**config.mk**
```make
export PLATFORM = sky130hd
export DESIGN_NAME = doubly_linked_list_engine
export DESIGN_NICKNAME = d
export VERILOG_FILES = /design/src/rtl/dll_pkg.sv /design/src/rtl/doubly_linked_list_engine.sv /design/src/rtl/dll_slot_alloc.sv
export SDC_FILE = /design/constraint.sdc
export NUM_CORES = 1
export LEC_CHECK = 0
export BUFFER_PORTS_ARGS = -buffer_cell sky130_fd_sc_hd__buf_2
export CAP_MARGIN = 0
export CORE_MARGIN = 5
export CORE_UTILIZATION = 40
export CTS_CLUSTER_DIAMETER = 150
export CTS_CLUSTER_SIZE = 14
export DETAILED_ROUTE_END_ITERATION = 10
export GPL_ROUTABILITY_DRIVEN = 0
export PLACE_DENSITY = 0.63
export SLEW_MARGIN = 40
export SYNTH_ARGS = -nofsm -noshare
export SYNTH_HDL_FRONTEND = slang
export SYNTH_HIERARCHICAL = 1
export SYNTH_SLANG_ARGS = --single-unit
export TNS_END_PERCENT = 5
```
**constraint.sdc**
```tcl
create_clock -name clk -period 5.2 [get_ports clk]
set_clock_uncertainty 0.15 [all_clocks]
set_input_delay 0.52 -clock clk [delete_from_list [all_inputs] [get_ports clk]]
set_output_delay 0.52 -clock clk [all_outputs]
set_load 0.005 [all_outputs]
```
**src/rtl/dll_pkg.sv**
```systemverilog
// Shared types and codes for the doubly linked list engine.
// No dependencies.
package dll_pkg;

  localparam int POOL_NODES_DEF = 16;

  typedef enum logic [2:0] {
    ACT_ADD_HEAD  = 3'd0,
    ACT_ADD_TAIL  = 3'd1,
    ACT_ADD_AFTER = 3'd2,
    ACT_DEL_HEAD  = 3'd3,
    ACT_DEL_TAIL  = 3'd4,
    ACT_DEL_TGT   = 3'd5,
    ACT_EDIT      = 3'd6,
    ACT_READ_ALL  = 3'd7
  } action_t;

  typedef enum logic [1:0] {
    ST_OK        = 2'd0,
    ST_NOT_FOUND = 2'd1,
    ST_EMPTY     = 2'd2,
    ST_FULL      = 2'd3
  } status_t;

  typedef struct packed {
    logic [2:0]   action;
    logic signed [31:0] target;
    logic signed [31:0] value;
  } in_beat_t;

  typedef struct packed {
    logic [1:0]   status;
    logic signed [31:0] item;
    logic         final_res;
  } out_beat_t;

endpackage

```
**src/rtl/doubly_linked_list_engine.sv**
```systemverilog
// Doubly linked list engine: node pool in memories, walked by a sequencer.
// Walks visit each node by a registered memory read, then a compare; the free
// slot scan tests the slots in turn from the lowest. busy drops in the cycle of
// the final result, so the next command can be taken there. Results cannot be
// stalled.
// Synchronous reset empties the list at once; node memories need no clearing.
// Depends on dll_pkg and dll_slot_alloc.
module doubly_linked_list_engine #(
  parameter int POOL_NODES = dll_pkg::POOL_NODES_DEF
) (
  input  logic                clk,
  input  logic                rst_n,
  input  logic                start,
  output logic                busy,
  input  dll_pkg::in_beat_t   in_beat,
  output logic                out_valid,
  output dll_pkg::out_beat_t  out_beat
);
  import dll_pkg::*;

  localparam int IW = $clog2(POOL_NODES) + 1;
  localparam int AW = IW - 1;
  localparam logic [IW-1:0] NIL = IW'(POOL_NODES);

  typedef enum logic [8:0] {
    S_IDLE  = 9'b000000001,
    S_RD    = 9'b000000010,
    S_CHK   = 9'b000000100,
    S_ALLOC = 9'b000001000,
    S_LINK  = 9'b000010000,
    S_FIX   = 9'b000100000,
    S_UNRD  = 9'b001000000,
    S_UNLK  = 9'b010000000,
    S_DONE  = 9'b100000000
  } state_t;

  state_t state_r, state_nxt;

  logic signed [31:0] val_mem [POOL_NODES];
  logic [IW-1:0]      nxt_mem [POOL_NODES];
  logic [IW-1:0]      prv_mem [POOL_NODES];

  logic [POOL_NODES-1:0] used_r;
  logic [IW-1:0] head_r, tail_r, cur_r, slot_r, p_r, q_r;
  logic [IW:0]   steps_r;
  action_t       act_r;
  logic signed [31:0] tgt_r, val_r;
  logic signed [31:0] rd_val;
  logic [IW-1:0] rd_nxt, rd_prv;
  logic [1:0]    st_r;

  // one write port per memory, driven by the sequencer
  logic          wv_en, wn_en, wp_en;
  logic [AW-1:0] wv_a, wn_a, wp_a;
  logic signed [31:0] wv_d;
  logic [IW-1:0] wn_d, wp_d;
  logic [AW-1:0] ra;

  logic alloc_go, alloc_done;
  logic [IW-1:0] alloc_slot;

  dll_slot_alloc #(.POOL_NODES(POOL_NODES), .IW(IW)) u_alloc (
    .clk(clk), .rst_n(rst_n), .go(alloc_go), .used(used_r),
    .done(alloc_done), .slot(alloc_slot)
  );

  function automatic logic live(input logic [IW-1:0] n,
                                input logic [POOL_NODES-1:0] u);
    live = (n < NIL) && u[n[AW-1:0]];
  endfunction

  assign busy = (state_r != S_IDLE);
  assign ra   = cur_r[AW-1:0];

  always_ff @(posedge clk) begin
    rd_val <= val_mem[ra];
    rd_nxt <= nxt_mem[ra];
    rd_prv <= prv_mem[ra];
    if (wv_en) val_mem[wv_a] <= wv_d;
    if (wn_en) nxt_mem[wn_a] <= wn_d;
    if (wp_en) prv_mem[wp_a] <= wp_d;
  end

  logic [POOL_NODES-1:0] used_nxt;
  logic [IW-1:0] head_nxt, tail_nxt, cur_nxt, slot_nxt, p_nxt, q_nxt;
  logic [IW:0]   steps_nxt;
  logic [1:0]    st_nxt;
  logic          ov_nxt, ov_r;
  out_beat_t     ob_nxt, ob_r;
  logic          found;

  assign out_valid = ov_r;
  assign out_beat  = ob_r;

  always_comb begin
    state_nxt = state_r;
    used_nxt  = used_r;
    head_nxt  = head_r;
    tail_nxt  = tail_r;
    cur_nxt   = cur_r;
    slot_nxt  = slot_r;
    p_nxt     = p_r;
    q_nxt     = q_r;
    steps_nxt = steps_r;
    st_nxt    = st_r;
    ov_nxt    = 1'b0;
    ob_nxt    = '0;
    alloc_go  = 1'b0;
    wv_en = 1'b0; wn_en = 1'b0; wp_en = 1'b0;
    wv_a = slot_r[AW-1:0]; wn_a = slot_r[AW-1:0]; wp_a = slot_r[AW-1:0];
    wv_d = val_r; wn_d = q_r; wp_d = p_r;
    found = (rd_val == tgt_r);
    unique case (state_r)
      S_IDLE: begin
        if (start) begin
          cur_nxt   = head_r;
          steps_nxt = '0;
          st_nxt    = ST_OK;
          unique case (action_t'(in_beat.action))
            ACT_ADD_HEAD, ACT_ADD_TAIL: begin
              alloc_go  = 1'b1;
              state_nxt = S_ALLOC;
            end
            ACT_DEL_HEAD, ACT_DEL_TAIL: begin
              cur_nxt = (in_beat.action == ACT_DEL_HEAD) ? head_r : tail_r;
              if (!live(cur_nxt, used_r)) begin
                st_nxt    = ST_EMPTY;
                state_nxt = S_DONE;
              end else begin
                state_nxt = S_UNRD;
              end
            end
            ACT_READ_ALL, ACT_DEL_TGT: begin
              if (!live(head_r, used_r)) begin
                st_nxt    = ST_EMPTY;
                state_nxt = S_DONE;
              end else begin
                state_nxt = S_RD;
              end
            end
            default: begin
              if (!live(head_r, used_r)) begin
                st_nxt    = ST_NOT_FOUND;
                state_nxt = S_DONE;
              end else begin
                state_nxt = S_RD;
              end
            end
          endcase
        end
      end
      S_RD: state_nxt = S_CHK;
      S_CHK: begin
        steps_nxt = steps_r + 1'b1;
        if (act_r == ACT_READ_ALL) begin
          ov_nxt           = 1'b1;
          ob_nxt.status    = ST_OK;
          ob_nxt.item      = rd_val;
          cur_nxt          = rd_nxt;
          if (!live(rd_nxt, used_r) || steps_nxt == (IW+1)'(POOL_NODES)) begin
            ob_nxt.final_res = 1'b1;
            state_nxt        = S_IDLE;
          end else begin
            state_nxt = S_RD;
          end
        end else if (found) begin
          unique case (act_r)
            ACT_EDIT: begin
              wv_en     = 1'b1;
              wv_a      = cur_r[AW-1:0];
              state_nxt = S_DONE;
            end
            ACT_ADD_AFTER: begin
              p_nxt     = cur_r;
              q_nxt     = rd_nxt;
              alloc_go  = 1'b1;
              state_nxt = S_ALLOC;
            end
            default: begin
              state_nxt = S_UNLK;
            end
          endcase
        end else begin
          cur_nxt = rd_nxt;
          if (!live(rd_nxt, used_r) || steps_nxt == (IW+1)'(POOL_NODES)) begin
            st_nxt    = ST_NOT_FOUND;
            state_nxt = S_DONE;
          end else begin
            state_nxt = S_RD;
          end
        end
      end
      S_ALLOC: begin
        if (alloc_done) begin
          slot_nxt = alloc_slot;
          if (alloc_slot == NIL) begin
            st_nxt    = ST_FULL;
            state_nxt = S_DONE;
          end else begin
            if (act_r == ACT_ADD_HEAD) begin
              p_nxt = NIL;
              q_nxt = head_r;
            end else if (act_r == ACT_ADD_TAIL) begin
              p_nxt = tail_r;
              q_nxt = NIL;
            end
            state_nxt = S_LINK;
          end
        end
      end
      S_LINK: begin
        // new node: value and next, plus successor back-link; prev and predecessor link in S_FIX
        wv_en = 1'b1; wn_en = 1'b1;
        wp_en = live(q_r, used_r);
        wp_a  = q_r[AW-1:0];
        wp_d  = slot_r;
        if (!live(q_r, used_r)) tail_nxt = slot_r;
        if (!live(p_r, used_r)) head_nxt = slot_r;
        state_nxt = S_FIX;
      end
      S_FIX: begin
        wp_en = 1'b1;
        if (live(p_r, used_r)) begin
          wn_en = 1'b1;
          wn_a  = p_r[AW-1:0];
          wn_d  = slot_r;
        end
        used_nxt[slot_r[AW-1:0]] = 1'b1;
        state_nxt = S_DONE;
      end
      S_UNRD: state_nxt = S_UNLK;
      S_UNLK: begin
        // cur is unchanged since the last cycle, so rd_prv/rd_nxt are its links
        if (live(rd_prv, used_r)) begin
          wn_en = 1'b1; wn_a = rd_prv[AW-1:0]; wn_d = rd_nxt;
        end
        if (live(rd_nxt, used_r)) begin
          wp_en = 1'b1; wp_a = rd_nxt[AW-1:0]; wp_d = rd_prv;
        end
        head_nxt = live(rd_prv, used_r) ? head_r :
                   (live(rd_nxt, used_r) ? rd_nxt : NIL);
        tail_nxt = live(rd_nxt, used_r) ? tail_r :
                   (live(rd_prv, used_r) ? rd_prv : NIL);
        used_nxt[cur_r[AW-1:0]] = 1'b0;
        state_nxt = S_DONE;
      end
      S_DONE: begin
        ov_nxt           = 1'b1;
        ob_nxt.status    = st_r;
        ob_nxt.final_res = 1'b1;
        state_nxt        = S_IDLE;
      end
      default: state_nxt = S_IDLE;
    endcase
  end

  always_ff @(posedge clk) begin
    if (!rst_n) begin
      state_r <= S_IDLE;
      used_r  <= '0;
      head_r  <= NIL;
      tail_r  <= NIL;
      ov_r    <= 1'b0;
    end else begin
      state_r <= state_nxt;
      used_r  <= used_nxt;
      head_r  <= head_nxt;
      tail_r  <= tail_nxt;
      ov_r    <= ov_nxt;
    end
  end

  always_ff @(posedge clk) begin
    ob_r    <= ob_nxt;
    cur_r   <= cur_nxt;
    slot_r  <= slot_nxt;
    steps_r <= steps_nxt;
    st_r    <= st_nxt;
    p_r     <= p_nxt;
    q_r     <= q_nxt;
    if (state_r == S_IDLE && start) begin
      act_r <= action_t'(in_beat.action);
      tgt_r <= in_beat.target;
      val_r <= in_beat.value;
    end
  end

  assert property (@(posedge clk) disable iff (!rst_n)
    out_valid && out_beat.final_res |-> !busy)
    else $error("final result while still busy");
  assert property (@(posedge clk) disable iff (!rst_n)
    (head_r == NIL) == (tail_r == NIL))
    else $error("head and tail disagree on empty");
  assert property (@(posedge clk) disable iff (!rst_n)
    (state_r == S_IDLE && start) |=> busy)
    else $error("command not taken");
endmodule

```
**src/rtl/dll_slot_alloc.sv**
```systemverilog
// Lowest free slot finder for the node pool, scanned one slot per cycle.
// Depends on dll_pkg.
module dll_slot_alloc #(
  parameter int POOL_NODES = dll_pkg::POOL_NODES_DEF,
  parameter int IW = $clog2(POOL_NODES) + 1
) (
  input  logic                  clk,
  input  logic                  rst_n,
  input  logic                  go,
  input  logic [POOL_NODES-1:0] used,
  output logic                  done,
  output logic [IW-1:0]         slot
);
  import dll_pkg::*;

  logic [IW-1:0] idx_r, idx_nxt;
  logic          run_r, run_nxt;
  logic          hit;

  assign hit  = run_r && (idx_r == IW'(POOL_NODES) || !used[idx_r[IW-2:0]]);
  assign done = hit;
  assign slot = idx_r;

  always_comb begin
    idx_nxt = idx_r;
    run_nxt = run_r;
    if (go) begin
      idx_nxt = '0;
      run_nxt = 1'b1;
    end else if (hit) begin
      run_nxt = 1'b0;
    end else if (run_r) begin
      idx_nxt = idx_r + 1'b1;
    end
  end

  always_ff @(posedge clk) begin
    if (!rst_n) begin
      run_r <= 1'b0;
      idx_r <= '0;
    end else begin
      run_r <= run_nxt;
      idx_r <= idx_nxt;
    end
  end
endmodule
```
==> run summary <==
Status - finished, final reports clean
Number of buffers added for setup after CTS - 0
Cell at the slowest stage of the critical path - sky130_fd_sc_hd__o22ai_4
Die area - 93200 sq um
Antenna viol nets, final - 0
Critical Path End Type - flip-flop
Die width - 305 um
R2R Path End - val_mem[11][11]$_DFFE_PP_
TritonCTS clock tree - yes
Worst setup startpoint - tgt_r[16]$_DFFE_PP_
Setup crit start kind - flip-flop
Sum of routed wire length over all layers - 86900 um
Max-slew violations - 0
#FFs+latches synth - 886
R2R depth - 8
Vias after detailed routing - 18700
Count of unresolved DRC violations after routing - 0
Seq/Total Area, Yosys - 0.729
Reg2Reg Launch Point - tgt_r[16]$_DFFE_PP_
RSZ-0062 raised after global routing - false
Hold Crit Class - in2reg
Final setup TNS - 0 ps
Fraction of synthesis flops using an asynchronous set or reset pin - 0
Number of global-route vias before repair - 19000
Largest cells by area after synthesis - sky130_fd_sc_hd__edfxtp_1, sky130_fd_sc_hd__mux4_2, sky130_fd_sc_hd__dfxtp_1, sky130_fd_sc_hd__mux2i_1, sky130_fd_sc_hd__xor2_1
Max VDD drop - 0.233 mV
Layout Area Growth over Synthesis - 14.5%
GRT Overall Usage - 0.184
Maximum number of pins on one net before global-route repair - 91
Clk slew on worst S/H paths - 70 ps
Average cell area after synthesis - 19.0 sq um
Synthesized area - 34900 sq um
Reported leakage power - 0.0128 uW
Net count after synthesis - 1904
Worst Path Arrival - 4510 ps
Worst-Margin Slew - 889 ps
Initial DRC count - 2013
Final std cells w/o fill - 3231
Synth unique cells - 85
Biggest cell delay along the critical path - 730 ps
Power per cell area - 360 nW/um^2
Total setup violations reported at the end of the flow - 0
Yosys warning total - 6
MaxCap Viol Count - 0
End point of the critical path - val_mem[11][11]$_DFFE_PP_
Hold violation total from the final report - 0
Cell chain of the critical path - xor2_1 > nor4_1 > nand4_1 > nor2_1 > and4_1 > nand3_1 > o22ai_4 > buf_12
Placed instance count - 3031
Inserted Clock Buffers - 73
Overflow left after global routing - 0
Fin crit period - 4340 ps
CTS H-Tree Depth - 3
Worst path required time - 5380 ps
Worst setup slack for register-to-register paths - 860 ps
Fraction of post-synthesis cell area in the top cell type by area - 0.661
Master cell of the clock root buffer - sky130_fd_sc_hd__clkbuf_16
Clock sink total - 886
Via density per instance - 5.78
Average wire per standard cell - 26.9 um
Most used flip-flop cell after synthesis - sky130_fd_sc_hd__edfxtp_1
Critical Setup Path Class - reg2reg
Drt pass-1 iters - 7
Peak Freq - 231 MHz
Antenna violations before repair - 5
Clock latency on the worst-skew pair - 640 ps
Number of gates resized after cts - 0
Cell Rows - 108
Synth area leader - sky130_fd_sc_hd__edfxtp_1
Cells after Synth - 1831
Post-route fraction of the period consumed by the critical path - 0.834
Top fanout value on the critical path - 21
Top-level I/O count - 107
Wire length of the first global-routing pass - 128000 um
Die span in y - 305 um
Floorplan Core Area - 86600 sq um
EDFF count, synth - 767
Number of buffers on the longest clock path - 3
Remaining max-slew budget at the tightest pin - 0.408
IO buf count - 106
Starting density of the core - 0.403
Post-detail-place hpwl - 54400 um
Count of hold buffers inserted by post-cts repair - 65
Ratio of cells with drive above 1 in the final layout - 0.242
Net count of the finished layout - 2090
worst min-delay path by stage:
stage                           start                       to  slack (ps)  cells after the start
global placement    st_r[0]$_DFFE_PP_  out_beat[33]$_SDFF_PP0_         270                      1
floorplan           st_r[0]$_DFFE_PP_  out_beat[33]$_SDFF_PP0_         270                      1
CTS                       in_beat[66]       act_r[2]$_DFFE_PP_           4                      1
finish                    in_beat[66]       act_r[2]$_DFFE_PP_          40                      1
detailed placement  st_r[0]$_DFFE_PP_  out_beat[33]$_SDFF_PP0_         300                      1
global route              in_beat[66]       act_r[2]$_DFFE_PP_          20                      1
power breakdown:
| group | leakage [uW] | internal, uW | switching, uW |
|---|---|---|---|
| clock network | 0.00102 | 2690 | 2520 |
| registers | 0.00792 | 7920 | 267 |
| logic | 0.00386 | 464 | 510 |
| total | 0.0128 | 11100 | 3300 |
flip-flops by register name, indices dropped and copies added, names as in the netlist, 16 cells and up:
name,count
val_r,32
used_r,16
val_mem,512
out_beat,35
nxt_mem,80
tgt_r,32
rd_val,32
prv_mem,80
routing by layer:
metal | GRT usage | vias to the layer above | part of all wire | routed length, um
li1 | - | 7866 | - | -
met1 | 0.260 | 9775 | 0.41 | 35800
met2 | 0.286 | 895 | 0.47 | 40700
met3 | 0.0501 | 143 | 0.096 | 8390
met4 | 0.0481 | 2 | 0.024 | 2040
met5 | 0 | - | 0.00014 | 12
logic make-up after synthesis:
| family | count (synthesis) | share of synthesized area |
|---|---|---|
| xor gates and xnor gates | 38 | 0.00955 |
| and+or+nand+nor | 326 | 0.0499 |
| DFF | 886 | 0.729 |
| buffers and inverters | 117 | 0.0140 |
| adders and majority gates | 3 | 0.00108 |
| muxes | 267 | 0.158 |
| AOI/OAI and AO/OA | 194 | 0.0382 |
metrics by stage:
step                hold slack [ps]  total power, uW  area (sq um)   util  setup WS, ps
finish                         44.7            14400         39900  0.461           863
global route                   16.5            14900         39900  0.461           670
CTS                            4.03            14500         39900  0.461           872
detailed placement              297             9270         37100  0.428           900
global placement                275             9250         37100  0.428          1050
floorplan                       270             8850         34900      -          53.4
worst max-delay path, delay by kind of cell, from the launching register on:
kind            cells  cell delay, ps
simple gates        5            2280
compound gates      1             730
flops               1             380
buf+inv             1             290
xor+xnor            1             180
final cells by class:
| class | count | area, sq um |
|---|---|---|
| multi-input cells | 828 | 9230 |
| repair buffers | 210 | 1630 |
| clock buffers | 124 | 2020 |
| inverters | 18 | 67.6 |
| diodes | 2 | 5.00 |
| fillers | 7188 | 46700 |
| clock inverters | 8 | 128 |
| well taps | 1155 | 1450 |
| flip-flops and latches | 886 | 25400 |
layout by cell type, fill, tap and decap left out, types with 6 or more instances in the layout:
cell type	netlist	layout
sky130_fd_sc_hd__nand2b_1	13	13
sky130_fd_sc_hd__inv_1	17	17
sky130_fd_sc_hd__nor4_1	16	15
sky130_fd_sc_hd__nor3_1	9	9
sky130_fd_sc_hd__and3_1	38	37
sky130_fd_sc_hd__clkbuf_1	63	51
sky130_fd_sc_hd__nand2_1	81	81
sky130_fd_sc_hd__o22ai_4	0	16
sky130_fd_sc_hd__nand4_1	8	8
sky130_fd_sc_hd__a211oi_1	11	11
sky130_fd_sc_hd__mux2i_1	34	32
sky130_fd_sc_hd__a22oi_1	19	19
sky130_fd_sc_hd__a21oi_1	37	36
sky130_fd_sc_hd__edfxtp_1	767	767
sky130_fd_sc_hd__dfxtp_1	119	119
sky130_fd_sc_hd__xor2_1	35	35
sky130_fd_sc_hd__and2_1	7	7
sky130_fd_sc_hd__o21a_1	7	7
sky130_fd_sc_hd__o21ai_0	45	45
sky130_fd_sc_hd__nor2_1	75	74
sky130_fd_sc_hd__nor2b_1	11	11
sky130_fd_sc_hd__buf_12	0	10
sky130_fd_sc_hd__nand3_1	21	21
sky130_fd_sc_hd__buf_2	8	106
sky130_fd_sc_hd__buf_4	6	25
sky130_fd_sc_hd__mux4_2	226	226
sky130_fd_sc_hd__dlygate4sd3_1	0	65
sky130_fd_sc_hd__mux2_2	6	6
sky130_fd_sc_hd__clkbuf_16	0	73
synthesized netlist by cell type (4+ instances only):
| master | instances |
|---|---|
| sky130_fd_sc_hd__and3_1 | 38 |
| sky130_fd_sc_hd__or4_1 | 4 |
| sky130_fd_sc_hd__nand2b_1 | 13 |
| sky130_fd_sc_hd__a211oi_1 | 11 |
| sky130_fd_sc_hd__and2_1 | 7 |
| sky130_fd_sc_hd__o22ai_1 | 19 |
| sky130_fd_sc_hd__inv_1 | 17 |
| sky130_fd_sc_hd__nor3_1 | 9 |
| sky130_fd_sc_hd__o211ai_1 | 5 |
| sky130_fd_sc_hd__a221o_1 | 4 |
| sky130_fd_sc_hd__a22oi_1 | 19 |
| sky130_fd_sc_hd__a221oi_1 | 5 |
| sky130_fd_sc_hd__xor2_1 | 35 |
| sky130_fd_sc_hd__buf_4 | 6 |
| sky130_fd_sc_hd__o21ai_0 | 45 |
| sky130_fd_sc_hd__or3_1 | 5 |
| sky130_fd_sc_hd__nand2_1 | 81 |
| sky130_fd_sc_hd__nor2b_1 | 11 |
| sky130_fd_sc_hd__or2_2 | 4 |
| sky130_fd_sc_hd__edfxtp_1 | 767 |
| sky130_fd_sc_hd__clkbuf_1 | 63 |
| sky130_fd_sc_hd__a21oi_1 | 37 |
| sky130_fd_sc_hd__nor2_1 | 75 |
| sky130_fd_sc_hd__nor3b_1 | 5 |
| sky130_fd_sc_hd__nand3_1 | 21 |
| sky130_fd_sc_hd__buf_2 | 8 |
| sky130_fd_sc_hd__mux4_2 | 226 |
| sky130_fd_sc_hd__nor4_1 | 16 |
| sky130_fd_sc_hd__o31ai_1 | 4 |
| sky130_fd_sc_hd__a22o_1 | 4 |
| sky130_fd_sc_hd__o21a_1 | 7 |
| sky130_fd_sc_hd__mux2_2 | 6 |
| sky130_fd_sc_hd__a2111oi_0 | 4 |
| sky130_fd_sc_hd__buf_1 | 19 |
| sky130_fd_sc_hd__mux2i_1 | 34 |
| sky130_fd_sc_hd__dfxtp_1 | 119 |
| sky130_fd_sc_hd__nand4_1 | 8 |
No activity file was read; power rests on OpenSTA's default activity.
